===== src/hdl/gb_pkg.sv =====
// ----------------------------------------------------------------------------
// gb_pkg
// Shared constants, types and register codes of the 3x3 RGB Gaussian blur.
// ----------------------------------------------------------------------------
package gb_pkg;

    // frame geometry
    localparam int MAX_WIDTH = 2048;
    localparam int ADDR_W    = $clog2(MAX_WIDTH);
    localparam int ROW_W     = 12;
    localparam int COL_W     = 11;
    localparam int DIM_W     = 12;

    // pixel layout: channel k at bits 8k+7..8k (blue, green, red)
    localparam int CHANNELS  = 3;
    localparam int CHAN_W    = 8;
    localparam int PIX_W     = CHANNELS * CHAN_W;
    localparam int SUM_W     = CHAN_W + 4;
    localparam int TAPS      = 9;

    // results caused by one input word
    localparam int MAX_RES   = 4;
    localparam int RES_IDX_W = $clog2(MAX_RES);
    localparam int RES_CNT_W = RES_IDX_W + 1;

    // configuration registers
    localparam int CFG_IDX_W = 2;
    localparam logic [CFG_IDX_W-1:0] REG_IMAGE_WIDTH  = 2'd0;
    localparam logic [CFG_IDX_W-1:0] REG_IMAGE_HEIGHT = 2'd1;
    localparam logic [DIM_W-1:0]     WIDTH_RESET      = 12'd640;
    localparam logic [DIM_W-1:0]     HEIGHT_RESET     = 12'd480;
    localparam logic [DIM_W-1:0]     DIM_MIN          = 12'd3;
    localparam logic [DIM_W-1:0]     DIM_MAX_WIDTH    = DIM_W'(MAX_WIDTH);

    typedef logic [PIX_W-1:0] t_pix;

    // taps of one channel, window order: upper, middle, lower row, each left column, center column, new column
    typedef logic [TAPS-1:0][CHAN_W-1:0] t_taps;

    typedef struct packed {
        logic [ROW_W-1:0] row;
        logic [COL_W-1:0] col;
        t_pix             pix;
    } t_res;

    typedef t_res [MAX_RES-1:0] t_res_set;

    // position flags of the word in the pipeline stage
    typedef struct packed {
        logic r_ge1;
        logic r_ge2;
        logic c_ge1;
        logic c_ge2;
        logic last_col;
        logic last_row;
    } t_pos;

endpackage


===== src/hdl/gb_lane.sv =====
// ----------------------------------------------------------------------------
// gb_lane
// One channel of the blur: 1-2-1 / 2-4-2 / 1-2-1 weighted sum, divided by 16.
// ----------------------------------------------------------------------------
module gb_lane
    import gb_pkg::*;
(
    input  t_taps              i_taps,
    output logic [CHAN_W-1:0]  o_blur
);

    logic [SUM_W-1:0] corners;
    logic [SUM_W-1:0] edges;
    logic [SUM_W-1:0] sum;

    // corners weight 1, edge centers weight 2, center weight 4
    assign corners = SUM_W'(i_taps[0]) + SUM_W'(i_taps[2])
                   + SUM_W'(i_taps[6]) + SUM_W'(i_taps[8]);
    assign edges   = SUM_W'(i_taps[1]) + SUM_W'(i_taps[3])
                   + SUM_W'(i_taps[5]) + SUM_W'(i_taps[7]);
    assign sum     = corners + (edges << 1) + (SUM_W'(i_taps[4]) << 2);

    // divide by 16, truncating
    assign o_blur  = sum[SUM_W-1:4];

endmodule


===== config.mk =====
export PLATFORM = sky130hd
export DESIGN_NAME = gb_lane
export DESIGN_NICKNAME = d
export VERILOG_FILES = /design/src/hdl/gb_pkg.sv /design/src/hdl/gb_lane.sv
export SDC_FILE = /design/constraint.sdc
export NUM_CORES = 1
export LEC_CHECK = 0
export ABC_AREA = 1
export BUFFER_PORTS_ARGS = -buffer_cell sky130_fd_sc_hd__buf_4
export CORE_MARGIN = 2
export CORE_UTILIZATION = 35
export DETAILED_ROUTE_END_ITERATION = 16
export PLACE_DENSITY_LB_ADDON = 0.25
export SLEW_MARGIN = 20
export SYNTH_ARGS = -nofsm -noshare
export SYNTH_HDL_FRONTEND = slang
export SYNTH_SLANG_ARGS = --single-unit

===== constraint.sdc =====
create_clock -name vclk -period 11.2
set_input_delay 1.12 -clock vclk [all_inputs]
set_output_delay 1.12 -clock vclk [all_outputs]
set_load 0.02 [all_outputs]

==> impl_metrics.ini <==
[status]
result_of_the_run = completed

[floorplan]
floorplan.die.height_um = 80.0
design.die.area_um2 = 6400
std_cell_rows = 27
boundaryPins = 80
coreArea_um2 = 5540
initial_core_utilization = 0.365
die_width_um = 80.0

[logic_synthesis]
postSynthCellCount = 256
ys_top_cells_by_area = sky130_fd_sc_hd__fa_1 (45%), sky130_fd_sc_hd__inv_1 (19%), sky130_fd_sc_hd__ha_1 (14%)
post-synth-top-area-fraction = 0.446
synthDominantAreaCellType = sky130_fd_sc_hd__fa_1
synthesis.area_per_instance_um2 = 7.90
synth-warning-count = 0
synth.yosys.seq_area_share = 0
synth.distinct_cells = 21
synth.net_count = 396
mappedNetlistArea_um2 = 2020

[cells_and_area]
filler_cell_count = 567
number_of_inserted_diodes = 0
area.sequential_um2 = 0
area_delta_synth_final_pct = 34.2
finish.net_count = 478
flops_and_latches = 0
drive_above_1_share = 0.253
clk_buffers = 0

[setup_path]
critical_path.top_delay_family = adder cells
crit_slowest_cell = sky130_fd_sc_hd__fa_1
worst-endpoint-required_ns = 10.08
crit_buf_inv = 6
crit_path_start_kind = primary input
worst_path_largest_cell_delay_ns = 0.56
cp_max_fo = 4
critical_path_class = primary input to output port
worst-endpoint-arrival_ns = 5.95
end_kind = output port
crit_chain = buf_4 -> inv_1 -> fa_1 -> fa_1 -> inv_1 -> ha_1 -> inv_1 -> fa_1 -> o21ai_2 -> xnor2_1 -> fa_1 -> fa_1 -> fa_1 -> inv_1 -> ha_1 -> a21oi_1 -> o21ai_1 -> a21oi_1 -> xor2_1 -> buf_4
critical-path-top-cell-by-count = sky130_fd_sc_hd__fa_1

[timing]
fin_crit_ns = 7.07
worstMarginPinSlew_ns = 0.316
timing.fmax_mhz = 141
timing.final.setup_violations = 0
final_hold_viol_count = 0
grt_setup_unrepaired = no
setup_total_negative_slack_ns = 0
final_min_period_over_clock_period = 0.632
maxSlewHeadroom = 0.787
slew_violations = 0

[clocking]
cts.repair.resized = 0
cts_setup_buffers = 0
cts_hold_repair.buffers = 0

[place]
dp.final_hpwl_um = 3720
gp_routability_congestion = 0.746
buffer_ports.inserted = 80

[global_route]
grt_start_max_net_pins = 7
number_of_global_route_vias_before_repair = 1851
track_usage = 0.135
grt_overflow_total = 0
antenna_found_initial = 0
first_pass_grt_wire_length_um = 7250

[detailed_routing]
drc_errors = 0
firstDrtPassIters = 6
route.final.wire_length_um = 3820
via_count = 1741
wl_per_cell_um = 9.35
viasPerCell = 4.27
detailed_router_s_first_iteration_violation_count = 38
antenna_left = 0

[worst_hold_path]
hp-class = primary input to output port

[flow_run]
cap_viol_max_count = 0
==> layout make-up <==
class,instances,area [µm²],area share
Inverter,105,394,0.145
Timing Repair Buffer,80,601,0.221
Multi-Input combinational cell,151,1630,0.600
Tap cell,72,90.1,0.0332
==> cell usage after synthesis <==
master                     count
sky130_fd_sc_hd__inv_1       105
sky130_fd_sc_hd__nor3_1        2
sky130_fd_sc_hd__a21oi_1      10
sky130_fd_sc_hd__o21ai_1       1
sky130_fd_sc_hd__a21oi_2       1
sky130_fd_sc_hd__fa_1         45
sky130_fd_sc_hd__o21ai_0       3
sky130_fd_sc_hd__xor2_1        8
sky130_fd_sc_hd__a21o_1        2
sky130_fd_sc_hd__nand2_1      31
sky130_fd_sc_hd__nand3_1       7
sky130_fd_sc_hd__ha_1         23
sky130_fd_sc_hd__o21bai_1      1
sky130_fd_sc_hd__nand2_2       1
sky130_fd_sc_hd__nand4_1       2
sky130_fd_sc_hd__nor2_1        6
sky130_fd_sc_hd__o31ai_1       1
sky130_fd_sc_hd__o21ai_2       2
sky130_fd_sc_hd__nand3_2       1
sky130_fd_sc_hd__a31oi_1       2
sky130_fd_sc_hd__xnor2_1       2
==> worst paths after layout <==
kind / start / end / slack (ns) / cells after the start
setup / recovery: i_taps[9] / o_blur[3] / 4.13 / 20
hold / removal: i_taps[64] / o_blur[0] / 2.81 / 7
==> per-layer routing <==
| metal | GRT usage | share of wire | routed length, µm | vias to the layer above |
|---|---|---|---|---|
| met5 | 0 | 0 | 0 | - |
| li1 | - | - | - | 891 |
| met3 | 0.00679 | 0.074 | 283 | 0 |
| met2 | 0.266 | 0.50 | 1910 | 59 |
| met1 | 0.171 | 0.42 | 1620 | 791 |
| met4 | 0 | 0 | 0 | 0 |
==> kinds of logic (layout without fill, tap and decap cells) <==
| family | count (synthesis) | count (layout) | share of synthesized area |
|---|---|---|---|
| AO/OA/AOI/OAI | 23 | 23 | 0.0687 |
| XOR/XNOR | 10 | 10 | 0.0433 |
| buffers and inverters | 105 | 185 | 0.195 |
| AND/OR/NAND/NOR | 50 | 50 | 0.105 |
| adder cells (fa/ha/maj) | 68 | 68 | 0.588 |
==> cells in the final DEF, fill, tap and decap left out <==
cell,n
sky130_fd_sc_hd__o21ai_1,1
sky130_fd_sc_hd__a21oi_2,1
sky130_fd_sc_hd__o21bai_1,1
sky130_fd_sc_hd__nand3_2,1
sky130_fd_sc_hd__inv_1,105
sky130_fd_sc_hd__nand2_2,1
sky130_fd_sc_hd__o21ai_0,3
sky130_fd_sc_hd__nand2_1,31
sky130_fd_sc_hd__fa_1,45
sky130_fd_sc_hd__xnor2_1,2
sky130_fd_sc_hd__a31oi_1,2
sky130_fd_sc_hd__nor3_1,2
sky130_fd_sc_hd__a21o_1,2
sky130_fd_sc_hd__o31ai_1,1
sky130_fd_sc_hd__xor2_1,8
sky130_fd_sc_hd__nor2_1,6
sky130_fd_sc_hd__nand3_1,7
sky130_fd_sc_hd__buf_4,80
sky130_fd_sc_hd__nand4_1,2
sky130_fd_sc_hd__a21oi_1,10
sky130_fd_sc_hd__o21ai_2,2
sky130_fd_sc_hd__ha_1,23
==> tightest hold or removal path: stages <==
cell,delay [ns]
sky130_fd_sc_hd__buf_4,0.08
sky130_fd_sc_hd__nand2_1,0.05
sky130_fd_sc_hd__inv_1,0.06
sky130_fd_sc_hd__nand3_1,0.07
sky130_fd_sc_hd__nand2_1,0.09
sky130_fd_sc_hd__xor2_1,0.07
sky130_fd_sc_hd__buf_4,0.15
==> stage by stage <==
stage / util / setup WS (ns) / instance area [µm²] / hold WS (ns) / std cells
2_1_floorplan: - / 4.34 / 2020 / 2.62 / 256
3_3_place_gp: 0.490 / 4.16 / 2710 / 2.81 / 408
3_5_place_dp: 0.490 / 4.08 / 2710 / 2.81 / 408
4_1_cts: 0.490 / 4.08 / 2710 / 2.81 / 408
5_1_grt: 0.490 / 3.77 / 2710 / 2.85 / 408
6_report: 0.490 / 4.13 / 2710 / 2.81 / 408
Power is left out: the tool's default activity adds up to more than one toggle a clock period on the data nets, which glitch-free logic cannot reach.
