==> config.mk <==
export PLATFORM = sky130hd
export DESIGN_NAME = gb_merge
export DESIGN_NICKNAME = d
export VERILOG_FILES = /design/src/hdl/gb_pkg.sv /design/src/hdl/gb_merge.sv
export SDC_FILE = /design/constraint.sdc
export NUM_CORES = 1
export LEC_CHECK = 0
export ABC_CLOCK_PERIOD_IN_PS = 1600
export BUFFER_PORTS_ARGS = -buffer_cell sky130_fd_sc_hd__buf_2
export CORE_MARGIN = 1.5
export CORE_UTILIZATION = 35
export CTS_CLUSTER_SIZE = 14
export DETAILED_ROUTE_END_ITERATION = 16
export GPL_TIMING_DRIVEN = 0
export PLACE_DENSITY_LB_ADDON = 0.1
export SETUP_SLACK_MARGIN = 0.2
export SYNTH_ARGS = -nofsm -noshare
export SYNTH_HDL_FRONTEND = slang
export SYNTH_SLANG_ARGS = --single-unit
export TNS_END_PERCENT = 1
==> constraint.sdc <==
create_clock -name i_clk -period 1.6 [get_ports i_clk]
set_input_delay 0.24 -clock i_clk [delete_from_list [all_inputs] [get_ports i_clk]]
set_output_delay 0.24 -clock i_clk [all_outputs]
set_load 0.005 [all_outputs]
==> src/hdl/gb_pkg.sv <==
// ----------------------------------------------------------------------------
// gb_pkg
// Shared constants, types and register codes of the 3x3 RGB Gaussian blur.
// ----------------------------------------------------------------------------
package gb_pkg;

    // frame geometry
    localparam int MAX_WIDTH = 2048;
    localparam int ADDR_W    = $clog2(MAX_WIDTH);
    localparam int ROW_W     = 12;
    localparam int COL_W     = 11;
    localparam int DIM_W     = 12;

    // pixel layout: channel k at bits 8k+7..8k (blue, green, red)
    localparam int CHANNELS  = 3;
    localparam int CHAN_W    = 8;
    localparam int PIX_W     = CHANNELS * CHAN_W;
    localparam int SUM_W     = CHAN_W + 4;
    localparam int TAPS      = 9;

    // results caused by one input word
    localparam int MAX_RES   = 4;
    localparam int RES_IDX_W = $clog2(MAX_RES);
    localparam int RES_CNT_W = RES_IDX_W + 1;

    // configuration registers
    localparam int CFG_IDX_W = 2;
    localparam logic [CFG_IDX_W-1:0] REG_IMAGE_WIDTH  = 2'd0;
    localparam logic [CFG_IDX_W-1:0] REG_IMAGE_HEIGHT = 2'd1;
    localparam logic [DIM_W-1:0]     WIDTH_RESET      = 12'd640;
    localparam logic [DIM_W-1:0]     HEIGHT_RESET     = 12'd480;
    localparam logic [DIM_W-1:0]     DIM_MIN          = 12'd3;
    localparam logic [DIM_W-1:0]     DIM_MAX_WIDTH    = DIM_W'(MAX_WIDTH);

    typedef logic [PIX_W-1:0] t_pix;

    // taps of one channel, window order: upper, middle, lower row, each left column, center column, new column
    typedef logic [TAPS-1:0][CHAN_W-1:0] t_taps;

    typedef struct packed {
        logic [ROW_W-1:0] row;
        logic [COL_W-1:0] col;
        t_pix             pix;
    } t_res;

    typedef t_res [MAX_RES-1:0] t_res_set;

    // position flags of the word in the pipeline stage
    typedef struct packed {
        logic r_ge1;
        logic r_ge2;
        logic c_ge1;
        logic c_ge2;
        logic last_col;
        logic last_row;
    } t_pos;

endpackage

==> src/hdl/gb_merge.sv <==
// ----------------------------------------------------------------------------
// gb_merge
// Result buffer: loads the ordered results of one input word and hands
// them out one word per cycle while i_stall is low, flagging the last of the run.
// ----------------------------------------------------------------------------
module gb_merge
    import gb_pkg::*;
(
    input  logic                 i_clk,
    input  logic                 i_rst_n,
    input  logic                 i_load,
    input  t_res_set             i_set,
    input  logic [RES_CNT_W-1:0] i_count,
    output logic                 o_free,
    output logic                 o_valid,
    input  logic                 i_stall,
    output t_res                 o_res,
    output logic                 o_last
);

    t_res_set             r_slot;
    logic [RES_CNT_W-1:0] r_cnt;
    logic [RES_IDX_W-1:0] r_idx;
    logic                 out_acc;

    assign o_valid = (r_cnt != '0);
    assign o_res   = r_slot[r_idx];
    assign o_last  = (RES_CNT_W'(r_idx) + RES_CNT_W'(1)) == r_cnt;
    assign out_acc = o_valid && !i_stall;
    assign o_free  = !o_valid || (out_acc && o_last);

    // payload slots
    always_ff @(posedge i_clk) begin
        if (i_load) begin
            r_slot <= i_set;
        end
    end

    // fill count and read pointer
    always_ff @(posedge i_clk) begin
        if (!i_rst_n) begin
            r_cnt <= '0;
            r_idx <= '0;
        end else if (i_load) begin
            r_cnt <= i_count;
            r_idx <= '0;
        end else if (out_acc) begin
            if (o_last) begin
                r_cnt <= '0;
                r_idx <= '0;
            end else begin
                r_idx <= r_idx + RES_IDX_W'(1);
            end
        end
    end

endmodule

==> results.json, run 1 <==
{
  "synth_warnings": 0,
  "port-buffer-count": 244,
  "die_h_um": 145,
  "start_util_pct": 36.0,
  "haltStage": "clock tree synthesis (4_1_cts)",
  "gp_congestion": 0.730,
  "ys_seq_elements": 193,
  "post_cts_buffers": 1,
  "hold_buffers": 164,
  "yosysSeqAreaShare_pct": 81.4,
  "cts_buffer_depth": 2,
  "placed_area_sq_mm": 0.00866,
  "ioPinCount": 245,
  "htree_levels": 4,
  "fp.dieW_um": 145,
  "syn_inst": 276,
  "root_buffer": "clkbuf_16",
  "synth.avg_cell_area_sq_um": 25.6,
  "status": "stopped before the end",
  "cts-resized-gates": 13,
  "place_inst": 786,
  "synth_cell_type_count": 25,
  "cts.sinks": 193,
  "syn_nets": 472,
  "synthesis.area_sq_mm": 0.00706,
  "cts-buffers-inserted": 17,
  "firstError": "[ERROR RSZ-0060] Max buffer count reached.",
  "place_hpwl_mm": 10.0,
  "fp-row-count": 51
}
[Yosys cell counts, drive strengths merged]
cell | number | area (sq um)
edfxtp | 188 | 5650
mux4 | 47 | 1060
buf | 9 | 75.1
dfxtp | 5 | 100
o21ai | 4 | 20.0
nand3 | 3 | 15.0
nand3b | 3 | 22.5
clkbuf | 2 | 7.51
nor3 | 2 | 10.0
o211ai | 2 | 15.0
xor2 | 2 | 17.5
and2b | 1 | 7.51
ha | 1 | 12.5
inv | 1 | 3.75
nand2 | 1 | 3.75
nor4 | 1 | 6.26
o41ai | 1 | 8.76
or2 | 1 | 6.26
or4b | 1 | 10.0
xnor2 | 1 | 8.76
[cells by family after synthesis]
logic type	share of synthesized area [%]
AOI/OAI and AO/OA	0.620
xor gates and xnor gates	0.372
adders and majority gates	0.177
buffers and inverters	1.22
DFF	81.4
muxes	15.1
and+or+nand+nor	1.15
[metrics by stage]
step | setup WS, ns | util [%]
after detailed placement | -0.363 | 44.2
after global placement | -2.34 | 44.0
after floorplan | 0.120 | -
==> inputs of run 2 (changes only) <==
Settings changed: ABC_CLOCK_PERIOD_IN_PS 1600 to 2100, CORE_UTILIZATION 35 to 20, CTS_CLUSTER_SIZE 14 to unset, PLACE_DENSITY_LB_ADDON 0.1 to 0.15, SETUP_SLACK_MARGIN 0.2 to unset.
Clock period 1.6 ns to 2.1 ns, I/O delays scaled along.
==> results.json, run 2 <==
{
  "place_hpwl_mm": 11.7,
  "synth_edf_count": 188,
  "core_area_sq_mm": 0.0346,
  "largest_reg_flops": 188,
  "yosys_most_used_dff": "edfxtp_1",
  "layout_commonest_cell": "buf_2",
  "worstPathCellList": "buf_6 -> buf_12 -> buf_12 -> mux4_2 -> buf_2",
  "fp-row-count": 68,
  "synth.top_cells.by_area": "edfxtp_1 80%, mux4_2 15%, dfxtp_1 1.4%",
  "postRouteAntennaNets": 0,
  "synth_common_cells": "188 x edfxtp_1, 46 x mux4_2, 5 x dfxtp_1",
  "syn_inst": 276,
  "cts-buffers-inserted": 17,
  "min_to": "r_slot[146]$_DFFE_PP_",
  "setup_viol": 48,
  "cts_buffer_depth": 2,
  "yosysSeqAreaShare_pct": 81.4,
  "final_nets": 747,
  "yosysMostFrequentCell": "edfxtp_1",
  "overflow": 0,
  "worstPathArrival_ns": 1.84,
  "cp_common_cell": "buf_12",
  "synth_cell_type_count": 25,
  "grt_pass1_wl_mm": 24.4,
  "hold_path_class": "input port to flop",
  "start_util_pct": 20.4,
  "drive_gt1_share_pct": 61.7,
  "cp.required_ns": 1.78,
  "cap_violations": 0,
  "grt_use_total_pct": 9.19,
  "final_cell_mix": "238 x buf_2, 188 x edfxtp_1, 47 x mux4_2",
  "stdcell_count": 1019,
  "fmax_ghz": 0.465,
  "crit_slowest_cell": "mux4_2",
  "grt_max_degree": 104,
  "power.density_mw_per_mm2": 886,
  "synthesis.area_sq_mm": 0.00706,
  "cpPeakStageDelay_ns": 0.49,
  "critical_path_class": "flop to primary output",
  "num_vias": 3803,
  "status": "finished, violations left",
  "die_h_um": 191,
  "port-buffer-count": 244,
  "setup_ws_ns": -0.0522,
  "final_hold_viol_count": 0,
  "synth.top_cell.area_share_pct": 80.0,
  "async_flop_share_pct": 0,
  "grt_pass1_vias": 4356,
  "fin_crit_sh_pct": 102,
  "dp_slack_ns": 0.0722,
  "worst_pin_slew_ns": 0.754,
  "area_delta_synth_final_pct": 38.6,
  "rsz0062_at_grt": "yes",
  "drtIter0Drc": 131,
  "design.die.area_sq_mm": 0.0364,
  "drt-wirelength-per-cell_um": 16.2,
  "clkTransAtPathRegs_ns": 0.08,
  "placed_area_sq_mm": 0.00889,
  "final-max-slew-violation-count": 0,
  "largest_registers": "r_slot (188), r_cnt (3), r_idx (2)",
  "r2r_slack_ns": 0.61,
  "htree_levels": 4,
  "vdd_drop_max_uv": 516,
  "synth_warnings": 0,
  "dr.pass1.iters": 4,
  "antenna_found_initial": 1,
  "root_buffer": "clkbuf_16",
  "skew_ns": 0.000463,
  "cp-start-kind": "flop",
  "violations": "setup timing",
  "synth.avg_cell_area_sq_um": 25.6,
  "min_from": "i_set[146]",
  "yosysTopAreaCell": "edfxtp_1",
  "gp_congestion": 0.692,
  "fp.dieW_um": 191,
  "cts.sinks": 193,
  "largest_register": "r_slot",
  "clkLatencyLatePin_ns": 0.43,
  "path_buf_inv": 4,
  "routed_wl_mm": 16.5,
  "ff2ff_path_depth": 5,
  "ioPinCount": 245,
  "hold_depth": 1,
  "critPathMaxFanout": 6,
  "syn_nets": 472,
  "drc": 0,
  "relSlewSlack_pct": 49.7,
  "period_minus_slack_ns": 2.15,
  "design_area_sq_mm": 0.00978,
  "p_leak_uw": 0.00361,
  "ys_seq_elements": 193,
  "tns_ns": -1.23,
  "reg2reg_from": "r_idx[0]$_SDFFE_PP0P_",
  "cpLargestDelayFamily": "buffers and inverters",
  "viasPerCell": 3.73,
  "fin_util_pct": 28.2,
  "cp-end-kind": "primary output",
  "hold_buffers": 0,
  "place_inst": 976,
  "r2r_end": "r_idx[1]$_SDFFE_PP0P_",
  "n_antenna_cell": 0,
  "cts_tree": "yes"
}
-- run 2: area by class of cell --
class / instances / area (sq um)
plain buffers: 11 / 144
clock buffers: 24 / 482
clock inverters: 8 / 130
fillers: 3488 / 24800
inverters: 1 / 3.75
multi-input cells: 71 / 1260
flip-flops and latches: 193 / 5750
well taps: 455 / 569
repair buffers: 256 / 1440
-- run 2: kinds of logic (layout without fill, tap and decap cells) --
group           Yosys count  count (layout)  synth area share (%)
simple gates             13              13                  1.15
mux                      47              47                  15.1
compound gates            7               7                 0.620
buf+inv                  12             300                  1.22
xor+xnor                  3               3                 0.372
flops                   193             193                  81.4
fa+ha+maj                 1               1                 0.177
-- run 2: worst register-to-register path: cells and delay by family (launching register included) --
| kind | cells | cell delay (ns) |
|---|---|---|
| xor+xnor | 1 | 0.20 |
| buf+inv | 1 | 0.11 |
| simple gates | 1 | 0.13 |
| flops | 1 | 0.33 |
| fa+ha+maj | 1 | 0.27 |
| compound gates | 1 | 0.35 |
-- run 2: stage by stage --
stage / power, uW / hold slack, ns
6_report: 8660 / 0.0477
5_1_grt: 9050 / 0.00243
4_1_cts: 8850 / 0.00484
3_5_place_dp: 5340 / 0.493
3_3_place_gp: 5310 / 0.491
2_1_floorplan: 4900 / 0.414
-- run 2: worst max path at each step --
stage,start,end,depth (start not counted)
2_1_floorplan,r_idx[0]$_SDFFE_PP0P_,o_free,4
3_3_place_gp,i_load,r_idx[0]$_SDFFE_PP0P_,4
3_5_place_dp,r_idx[1]$_SDFFE_PP0P_,o_free,5
4_1_cts,r_idx[0]$_SDFFE_PP0P_,o_free,6
5_1_grt,r_idx[0]$_SDFFE_PP0P_,o_res[41],5
6_report,r_idx[0]$_SDFFE_PP0P_,o_res[0],5
-- run 2: repair_timing --
item	in CTS	in global routing
buffers inserted	9	0
gates resized for setup	33	4
pin swaps	3	1
endpoints found under the setup margin	49	49
cloned	2	0
-- run 2: per-layer routing --
layer | vias to the layer above | part of all wire [%] | GRT usage [%]
met3 | 8 | 8.1 | 4.25
met1 | 1919 | 38 | 9.71
met2 | 137 | 53 | 16.1
li1 | 1737 | - | -
met5 | - | 0.079 | 0
met4 | 2 | 1.0 | 3.03
-- run 2: power by group --
part	switching (uW)	internal, uW
logic	267	390
clock network	1400	1980
registers	72.8	4560
(Power assumes the default switching activity.)
